--- src/rtl/wmd_pkg.sv ---
// Shared package for the weather message deframer.
// Holds signature tables, status codes and the result descriptor passed from core to emitter.
// No dependencies.
package wmd_pkg;

  localparam int unsigned BUFR_SIG_LEN   = 4;
  localparam int unsigned CREX_SIG_LEN   = 6;
  localparam int unsigned BUFR_HDR_BYTES = 8;
  localparam int unsigned BUFR_MIN_LEN   = 12;
  localparam int unsigned END_MARK_LEN   = 8;

  typedef logic [2:0] status_t;
  localparam status_t ST_NONE       = 3'd0;
  localparam status_t ST_COMPLETE   = 3'd1;
  localparam status_t ST_SHORT_LEN  = 3'd2;
  localparam status_t ST_INCOMPLETE = 3'd3;
  localparam status_t ST_NO_MSG     = 3'd4;

  typedef enum logic [1:0] {
    EV_NONE,
    EV_SINGLE,
    EV_BURST
  } ev_kind_t;

  // One descriptor per processed item: nothing, one result, or a signature replay.
  typedef struct packed {
    ev_kind_t    kind;
    logic        crex;
    logic [7:0]  data;
    logic        bvalid;
    status_t     status;
  } event_t;

  function automatic logic [3:0] sig_len(input logic crex);
    logic [3:0] len;
    len = crex ? 4'(CREX_SIG_LEN) : 4'(BUFR_SIG_LEN);
    return len;
  endfunction

  function automatic logic [7:0] sig_char(input logic crex, input logic [2:0] idx);
    logic [7:0] ch;
    case ({crex, idx})
      4'b0_000: ch = 8'h42;  // B
      4'b0_001: ch = 8'h55;  // U
      4'b0_010: ch = 8'h46;  // F
      4'b0_011: ch = 8'h52;  // R
      4'b1_000: ch = 8'h43;  // C
      4'b1_001: ch = 8'h52;  // R
      4'b1_010: ch = 8'h45;  // E
      4'b1_011: ch = 8'h58;  // X
      4'b1_100: ch = 8'h2B;  // +
      4'b1_101: ch = 8'h2B;  // +
      default:  ch = 8'h00;
    endcase
    return ch;
  endfunction

  function automatic logic [7:0] end_char(input logic [2:0] pos);
    logic [7:0] ch;
    case (pos)
      3'd0:    ch = 8'h2B;
      3'd1:    ch = 8'h2B;
      3'd2:    ch = 8'h0D;
      3'd3:    ch = 8'h0A;
      default: ch = 8'h37;
    endcase
    return ch;
  endfunction

endpackage

--- src/rtl/wmd_core.sv ---
// Framing core: holds hunt/header/body state and turns one registered item into a descriptor.
// Depends on wmd_pkg.
module wmd_core (
  input  logic            clk,
  input  logic            rst_n,
  input  logic            cfg_we,
  input  logic            cfg_wdata,
  input  logic            item_action,
  input  logic [7:0]      item_byte,
  input  logic            advance,
  output wmd_pkg::event_t ev
);

  typedef enum logic [1:0] {
    PH_HUNT,
    PH_BHDR,
    PH_BBODY,
    PH_CBODY
  } phase_t;

  phase_t      phase_r, phase_nxt;
  logic        mode_r;
  logic [3:0]  match_r, match_nxt;
  logic [23:0] dlen_r, dlen_nxt;
  logic [23:0] seen_r, seen_nxt;

  always_comb begin
    logic [3:0]  len;
    logic [3:0]  mp;
    logic [3:0]  pos;
    logic [23:0] seen_inc;
    logic        crlf;

    phase_nxt = phase_r;
    match_nxt = match_r;
    dlen_nxt  = dlen_r;
    seen_nxt  = seen_r;
    ev.kind   = wmd_pkg::EV_NONE;
    ev.crex   = mode_r;
    ev.data   = item_byte;
    ev.bvalid = 1'b1;
    ev.status = wmd_pkg::ST_NONE;
    len       = wmd_pkg::sig_len(mode_r);
    mp        = 4'd0;
    pos       = 4'd0;
    seen_inc  = seen_r + 24'd1;
    crlf      = (item_byte == 8'h0D) || (item_byte == 8'h0A);

    if (item_action) begin
      ev.kind   = wmd_pkg::EV_SINGLE;
      ev.data   = 8'h00;
      ev.bvalid = 1'b0;
      ev.status = (phase_r == PH_HUNT) ? wmd_pkg::ST_NO_MSG : wmd_pkg::ST_INCOMPLETE;
      phase_nxt = PH_HUNT;
      match_nxt = 4'd0;
      dlen_nxt  = 24'd0;
      seen_nxt  = 24'd0;
    end else begin
      case (phase_r)
        PH_HUNT: begin
          mp = (match_r >= len) ? 4'd0 : match_r;
          // a mismatch retests the byte as a fresh first character
          if (item_byte == wmd_pkg::sig_char(mode_r, mp[2:0])) begin
            mp = mp + 4'd1;
          end else begin
            mp = (item_byte == wmd_pkg::sig_char(mode_r, 3'd0)) ? 4'd1 : 4'd0;
          end
          if (mp >= len) begin
            ev.kind   = wmd_pkg::EV_BURST;
            match_nxt = 4'd0;
            dlen_nxt  = 24'd0;
            if (mode_r) begin
              phase_nxt = PH_CBODY;
              seen_nxt  = 24'd0;
            end else begin
              phase_nxt = PH_BHDR;
              seen_nxt  = 24'(wmd_pkg::BUFR_SIG_LEN);
            end
          end else begin
            match_nxt = mp;
          end
        end
        PH_BHDR: begin
          ev.kind  = wmd_pkg::EV_SINGLE;
          seen_nxt = seen_inc;
          if (seen_inc < 24'(wmd_pkg::BUFR_HDR_BYTES)) begin
            dlen_nxt = {dlen_r[15:0], item_byte};
          end else if (dlen_r < 24'(wmd_pkg::BUFR_MIN_LEN)) begin
            ev.status = wmd_pkg::ST_SHORT_LEN;
            phase_nxt = PH_HUNT;
            match_nxt = 4'd0;
            dlen_nxt  = 24'd0;
            seen_nxt  = 24'd0;
          end else begin
            phase_nxt = PH_BBODY;
          end
        end
        PH_BBODY: begin
          ev.kind  = wmd_pkg::EV_SINGLE;
          seen_nxt = seen_inc;
          if (seen_inc >= dlen_r) begin
            ev.status = wmd_pkg::ST_COMPLETE;
            phase_nxt = PH_HUNT;
            match_nxt = 4'd0;
            dlen_nxt  = 24'd0;
            seen_nxt  = 24'd0;
          end
        end
        PH_CBODY: begin
          ev.kind = wmd_pkg::EV_SINGLE;
          pos     = (match_r > 4'd7) ? 4'd0 : match_r;
          if (pos == 4'd2 && crlf) begin
            pos = 4'd3;
          end else if (pos == 4'd3 && crlf) begin
            pos = 4'd3;
          end else if (pos == 4'd3 && item_byte == 8'h37) begin
            pos = 4'd5;
          end else if (item_byte == wmd_pkg::end_char(pos[2:0])) begin
            pos = pos + 4'd1;
          end else begin
            pos = (item_byte == 8'h2B) ? 4'd1 : 4'd0;
          end
          if (pos >= 4'(wmd_pkg::END_MARK_LEN)) begin
            ev.status = wmd_pkg::ST_COMPLETE;
            phase_nxt = PH_HUNT;
            match_nxt = 4'd0;
            dlen_nxt  = 24'd0;
            seen_nxt  = 24'd0;
          end else begin
            match_nxt = pos;
          end
        end
        default: begin
          phase_nxt = PH_HUNT;
        end
      endcase
    end
  end

  always_ff @(posedge clk) begin
    if (!rst_n) begin
      phase_r <= PH_HUNT;
      mode_r  <= 1'b0;
      match_r <= 4'd0;
      dlen_r  <= 24'd0;
      seen_r  <= 24'd0;
    end else if (cfg_we) begin
      mode_r <= cfg_wdata;
      if (phase_r == PH_HUNT) begin
        match_r <= 4'd0;
      end
    end else if (advance) begin
      phase_r <= phase_nxt;
      match_r <= match_nxt;
      dlen_r  <= dlen_nxt;
      seen_r  <= seen_nxt;
    end
  end

endmodule

--- src/rtl/wmd_emit.sv ---
// Result emitter: output register, one result a cycle unless stalled; replays signatures.
// Depends on wmd_pkg.
module wmd_emit (
  input  logic            clk,
  input  logic            rst_n,
  input  logic            load,
  input  wmd_pkg::event_t ev,
  output logic            ready,
  output logic            out_tvalid,
  input  logic            out_tready,
  output logic [15:0]     out_tdata,
  output logic            out_tlast
);

  logic            busy_r;
  logic            burst_r;
  logic            crex_r;
  logic [2:0]      idx_r;
  logic [7:0]      byte_r;
  logic            bvalid_r;
  wmd_pkg::status_t status_r;
  logic [7:0]      data_c;
  logic            last_c;
  logic [3:0]      len_c;

  assign len_c  = wmd_pkg::sig_len(crex_r);
  assign last_c = burst_r ? ({1'b0, idx_r} == (len_c - 4'd1)) : 1'b1;
  assign data_c = burst_r ? wmd_pkg::sig_char(crex_r, idx_r) : byte_r;

  assign ready      = !busy_r || (out_tready && last_c);
  assign out_tvalid = busy_r;
  assign out_tlast  = last_c;
  assign out_tdata  = {4'b0000, status_r, bvalid_r, data_c};

  always_ff @(posedge clk) begin
    if (!rst_n) begin
      busy_r <= 1'b0;
      idx_r  <= 3'd0;
    end else if (load) begin
      busy_r <= 1'b1;
      idx_r  <= 3'd0;
    end else if (busy_r && out_tready) begin
      if (last_c) begin
        busy_r <= 1'b0;
      end else begin
        idx_r <= idx_r + 3'd1;
      end
    end
  end

  // payload: no reset
  always_ff @(posedge clk) begin
    if (load) begin
      burst_r  <= (ev.kind == wmd_pkg::EV_BURST);
      crex_r   <= ev.crex;
      byte_r   <= ev.data;
      bvalid_r <= (ev.kind == wmd_pkg::EV_BURST) ? 1'b1 : ev.bvalid;
      status_r <= (ev.kind == wmd_pkg::EV_BURST) ? wmd_pkg::ST_NONE : ev.status;
    end
  end

endmodule

--- src/rtl/weather_message_deframer.sv ---
// Top level of the weather message deframer (BUFR / CREX framing).
// Instantiates wmd_core and wmd_emit; uses wmd_pkg.
//
// Takes a byte stream one item per clock while in_tready is high and delivers one message
// at a time on the out_ stream. Bytes ahead of a start signature are dropped; when the
// signature completes its bytes are replayed as 4 (BUFR) or 6 (CREX) results, one per
// cycle while out_tready is high, and the input stalls once the input register is full.
// Every other item yields at most one result; the item is held in the input register and
// its result in the result register. The replay counter in the emitter sets the rate during
// signatures. format_mode (cfg_wdata) selects BUFR length framing (0) or
// CREX text framing (1); write it only while the block is idle. End of stream
// (in_tuser = 1) yields one result with byte_valid low and status 4 (no message) or
// 3 (incomplete), and returns the framer to hunting.
module weather_message_deframer (
  input  logic        clk,
  input  logic        rst_n,
  input  logic        cfg_we,
  input  logic        cfg_wdata,     // format_mode
  input  logic        in_tvalid,
  output logic        in_tready,
  input  logic [7:0]  in_tdata,      // [7:0] data_byte
  input  logic        in_tuser,      // [0] action: 1 = end of stream
  output logic        out_tvalid,
  input  logic        out_tready,
  output logic [15:0] out_tdata,     // [7:0] out_byte, [8] byte_valid, [11:9] status, [15:12] 0
  output logic        out_tlast      // last result caused by the item
);

  logic            s1_valid_r;
  logic            s1_action_r;
  logic [7:0]      s1_byte_r;
  logic            s1_take;
  logic            emit_ready;
  logic            emit_load;
  wmd_pkg::event_t ev;

  // Advance the framer when the item needs no result or the emitter can take it.
  assign s1_take   = s1_valid_r && ((ev.kind == wmd_pkg::EV_NONE) || emit_ready);
  assign emit_load = s1_valid_r && (ev.kind != wmd_pkg::EV_NONE) && emit_ready;
  assign in_tready = !s1_valid_r || s1_take;

  always_ff @(posedge clk) begin
    if (!rst_n) begin
      s1_valid_r <= 1'b0;
    end else if (in_tvalid && in_tready) begin
      s1_valid_r <= 1'b1;
    end else if (s1_take) begin
      s1_valid_r <= 1'b0;
    end
  end

  // hold the item payload until the framer consumes it
  always_ff @(posedge clk) begin
    if (in_tvalid && in_tready) begin
      s1_action_r <= in_tuser;
      s1_byte_r   <= in_tdata;
    end
  end

  wmd_core u_core (
    .clk         (clk),
    .rst_n       (rst_n),
    .cfg_we      (cfg_we),
    .cfg_wdata   (cfg_wdata),
    .item_action (s1_action_r),
    .item_byte   (s1_byte_r),
    .advance     (s1_take),
    .ev          (ev)
  );

  wmd_emit u_emit (
    .clk        (clk),
    .rst_n      (rst_n),
    .load       (emit_load),
    .ev         (ev),
    .ready      (emit_ready),
    .out_tvalid (out_tvalid),
    .out_tready (out_tready),
    .out_tdata  (out_tdata),
    .out_tlast  (out_tlast)
  );

endmodule

--- config.mk ---
export PLATFORM = sky130hd
export DESIGN_NAME = weather_message_deframer
export DESIGN_NICKNAME = d
export VERILOG_FILES = /design/src/rtl/wmd_pkg.sv /design/src/rtl/wmd_core.sv /design/src/rtl/wmd_emit.sv /design/src/rtl/weather_message_deframer.sv
export SDC_FILE = /design/constraint.sdc
export NUM_CORES = 1
export LEC_CHECK = 0
export ABC_AREA = 1
export BUFFER_PORTS_ARGS = -buffer_cell sky130_fd_sc_hd__buf_2
export CAP_MARGIN = 5
export CORE_ASPECT_RATIO = 1.5
export CORE_MARGIN = 4
export CORE_UTILIZATION = 49
export DETAILED_ROUTE_END_ITERATION = 8
export MAX_ROUTING_LAYER = met4
export PLACE_DENSITY = 0.66
export SLEW_MARGIN = 40
export SYNTH_ARGS = -nofsm -noshare
export SYNTH_HDL_FRONTEND = slang
export SYNTH_HIERARCHICAL = 1
export SYNTH_SLANG_ARGS = --single-unit
--- constraint.sdc ---
create_clock -name clk -period 5.8 [get_ports clk]
set_input_delay 0.58 -clock clk [delete_from_list [all_inputs] [get_ports clk]]
set_output_delay 0.58 -clock clk [all_outputs]
set_load 0.02 [all_outputs]
==> run metrics <==
Sw Ratio=32.4%; Hold Crit Class=in -> reg; Synth Register Bits=83; Vias=6492; later-pin clock latency in the skew report=0.35 ns; Reg2Reg Launch Point=u_core/mode_r$_SDFFE_PN0P_; register-to-register setup slack=0.92 ns; max-slew headroom at the worst pin=58.8%; port bufs=29; Final min period=4.88 ns; Total Die Area=15400 sq um; Final period util=84.1%; syn avg cell area=6.22 sq um; postcts setup bufs=0; worst slew pin tran=0.617 ns; clk sinks=83; post-synthesis sequential area ratio=28.7%; CTS tree=built; Hold Path Origin=in_tdata[1]; height of the die=150 um; gr usage total=24.7%; Post-synth EDFFs=23; Initial Utilization=50.4%; TNS Setup=0 ns; vias in the first global route=6017; hold buffers post-CTS=0; Syn Inst Count=1060; Max Cap Viol=0; CORE AREA=13100 sq um; # IOs=34; top_reg_cell synth=dfxtp_1; Reg clk slew, reported paths=0.07 ns; CTS Root Cell=clkbuf_16; Placed Area=6780 sq um; antenna fix cells=0; Max IR drop VDD=0.133 mV; Initial DRC Count=309; drt pass-1 iters=5; Row Count=51; first-pass GRT wire length=28.8 mm; Longest Clk Path Bufs=2; switching pwr=481 uW; power share of the combinational group=19.3%; Post-DRT Antenna Nets=0; worst endpoint required time=6.04 ns; gpl congestion=0.962; Arr. time, crit path=5.12 ns; CP Class=reg -> reg; Crit-path slowest cell=dfxtp_1; internal power=1.00 mW; Critical Path Most Common Cell=nand2_1; drt wl/cell=14.5 um; final hold violation count=0; FMAX=205 MHz; post-layout instance area=7060 sq um; vias per cell=5.26; Pwr per Cell Area=210 nW/um^2; register share of total power=43.6%; post_cts resized=0; Yosys Warn Count=6; grt ovf=0; Layout area overhead=7.04%; post-DP HPWL=13.5 mm; initial antenna violation count=0; Pleak=3.41 nW; WL final=17.9 mm; Setup crit end kind=flip-flop; crit-path max cell delay=0.55 ns; RSZ-0062 raised after global routing=no; setup violators final=0; # DRC=0; Post-Syn Area=6590 sq um; Critical Path Source=u_core/mode_r$_SDFFE_PN0P_; largest net degree at the start of global routing=55; R2R depth=29; share of cells above drive strength 1=9.12%; Fill cells=1334; max-slew violations=0; Critical Path Sink=u_core/seen_r[23]$_SDFFE_PN0P_; cts bufs inserted=9; worst r2r dst=u_core/seen_r[23]$_SDFFE_PN0P_; CP Launch Type=flip-flop; CP max FO=29; outcome=finished, final reports clean; die width=103 um; Post-synth ARST share=0%; Final Skew=0.00910 ns; Synth cell types=42; Clock power frac=37.1%; nets=1123; htree depth=3
kinds of logic (layout without fill, tap and decap cells):
family	Yosys count	after routing	synth area share, %
XOR/XNOR	8	8	1.06
AND/OR/NAND/NOR	648	648	43.6
AO/OA/AOI/OAI	72	72	6.36
other	1	4	0.0569
adder cells (fa/ha/maj)	38	38	7.21
flip-flops	83	83	28.7
buffers and inverters	210	222	13.0
metal layers:
metal  track usage (%)  part of all wire, %
met5                 -                    0
met4              12.0                  4.1
met3              3.08                  3.6
met2              43.1                   54
met1              27.1                   39
Yosys cell counts, types with 6 or more instances:
cell	count	share of area [%]
ha_1	38	7.2
inv_1	162	9.2
o31ai_1	7	0.80
nor2_4	6	1.0
nand3_1	81	6.2
nor3_1	8	0.61
a21oi_1	29	2.2
buf_4	8	0.91
inv_2	7	0.40
nand4_1	45	4.3
o21ai_0	17	1.3
xor2_1	8	1.1
nand3_2	8	1.2
nand2_1	306	17
edfxtp_1	23	10
clkbuf_1	15	0.85
dfxtp_1	60	18
nor2_1	166	9.5
buf_2	9	0.68
nand2_2	8	0.76
nor2_2	7	0.66
worst max-delay path: cells and delay by family (launching register included):
kind	cells	cell delay (ns)
buffers and inverters	5	0.92
DFF	1	0.55
adders and majority gates	3	0.86
AOI/OAI and AO/OA	4	0.61
and+or+nand+nor	17	1.82
registers in the layout, indices dropped and copies added, names as in the netlist, 2 cells and up:
name and flops:
u_emit/status_r 3, u_core/seen_r 24, s1_byte_r 8, u_emit/idx_r 3, u_core/phase_r 2, u_core/match_r 4, u_core/dlen_r 24, u_emit/byte_r 8
through the flow:
stage	cells	hold slack, ns	total power, mW	setup slack (ns)	util, %
floorplan	1063	0.457	0.871	1.60	-
global placement	1218	0.469	0.941	1.09	51.8
finish	1234	0.404	1.48	0.924	53.9
detailed placement	1218	0.476	0.944	0.951	51.8
CTS	1234	0.394	1.50	0.935	53.9
global route	1234	0.393	1.56	0.483	53.9
layout make-up:
type | instances | area (sq um) | area share, %
flip-flops and latches | 83 | 1890 | 26.8
multi-input cells | 770 | 3850 | 54.6
clock buffers | 10 | 229 | 3.25
well taps | 159 | 199 | 2.82
inverters | 171 | 642 | 9.10
clock inverters | 6 | 47.5 | 0.674
repair buffers | 35 | 193 | 2.73
how the worst min path moves through the flow:
stage / to / slack, ns / cells after the start
after floorplan: u_core/match_r[0]$_SDFFE_PN0P_ / 0.46 / 2
after global placement: u_core/match_r[0]$_SDFFE_PN0P_ / 0.47 / 2
after detailed placement: u_core/match_r[0]$_SDFFE_PN0P_ / 0.48 / 2
after CTS: s1_byte_r[6]$_DFFE_PP_ / 0.39 / 1
after global routing: s1_byte_r[2]$_DFFE_PP_ / 0.39 / 1
final: s1_byte_r[1]$_DFFE_PP_ / 0.40 / 1
cell usage in the layout, fill, tap and decap left out, types with 2 or more instances in the layout:
cell       synthesis  routed
nand2_1          306     306
a21oi_1           29      29
conb_1             1       4
a31oi_1            2       2
clkinv_4           0       2
o21ai_1            4       4
nand3_4            3       3
nand4_1           45      45
buf_2              9      28
ha_1              38      38
o31ai_1            7       7
dfxtp_1           60      60
inv_6              0       2
nand2_4            2       2
nor2_2             7       8
nor3_1             8       8
nor2_4             6       6
nand2_2            8       8
buf_4              8       7
o21bai_1           3       3
edfxtp_1          23      23
clkinv_1           2       2
inv_2              7       7
nand3_1           81      81
nand3_2            8       8
o211ai_1           2       2
clkbuf_16          0       9
xor2_1             8       8
nor4_1             3       3
a21oi_2            2       2
nor2_1           166     165
o21ai_0           17      17
or2_2              3       3
inv_1            162     162
power groups by stage:
stage,combinational (mW),clock [mW],sequential [mW]
after global routing,0.323,0.588,0.651
after CTS,0.286,0.567,0.647
after floorplan,0.219,0,0.651
after global placement,0.282,0,0.660
final,0.286,0.551,0.647
after detailed placement,0.284,0,0.660
No activity file was read; power rests on OpenSTA's default activity.
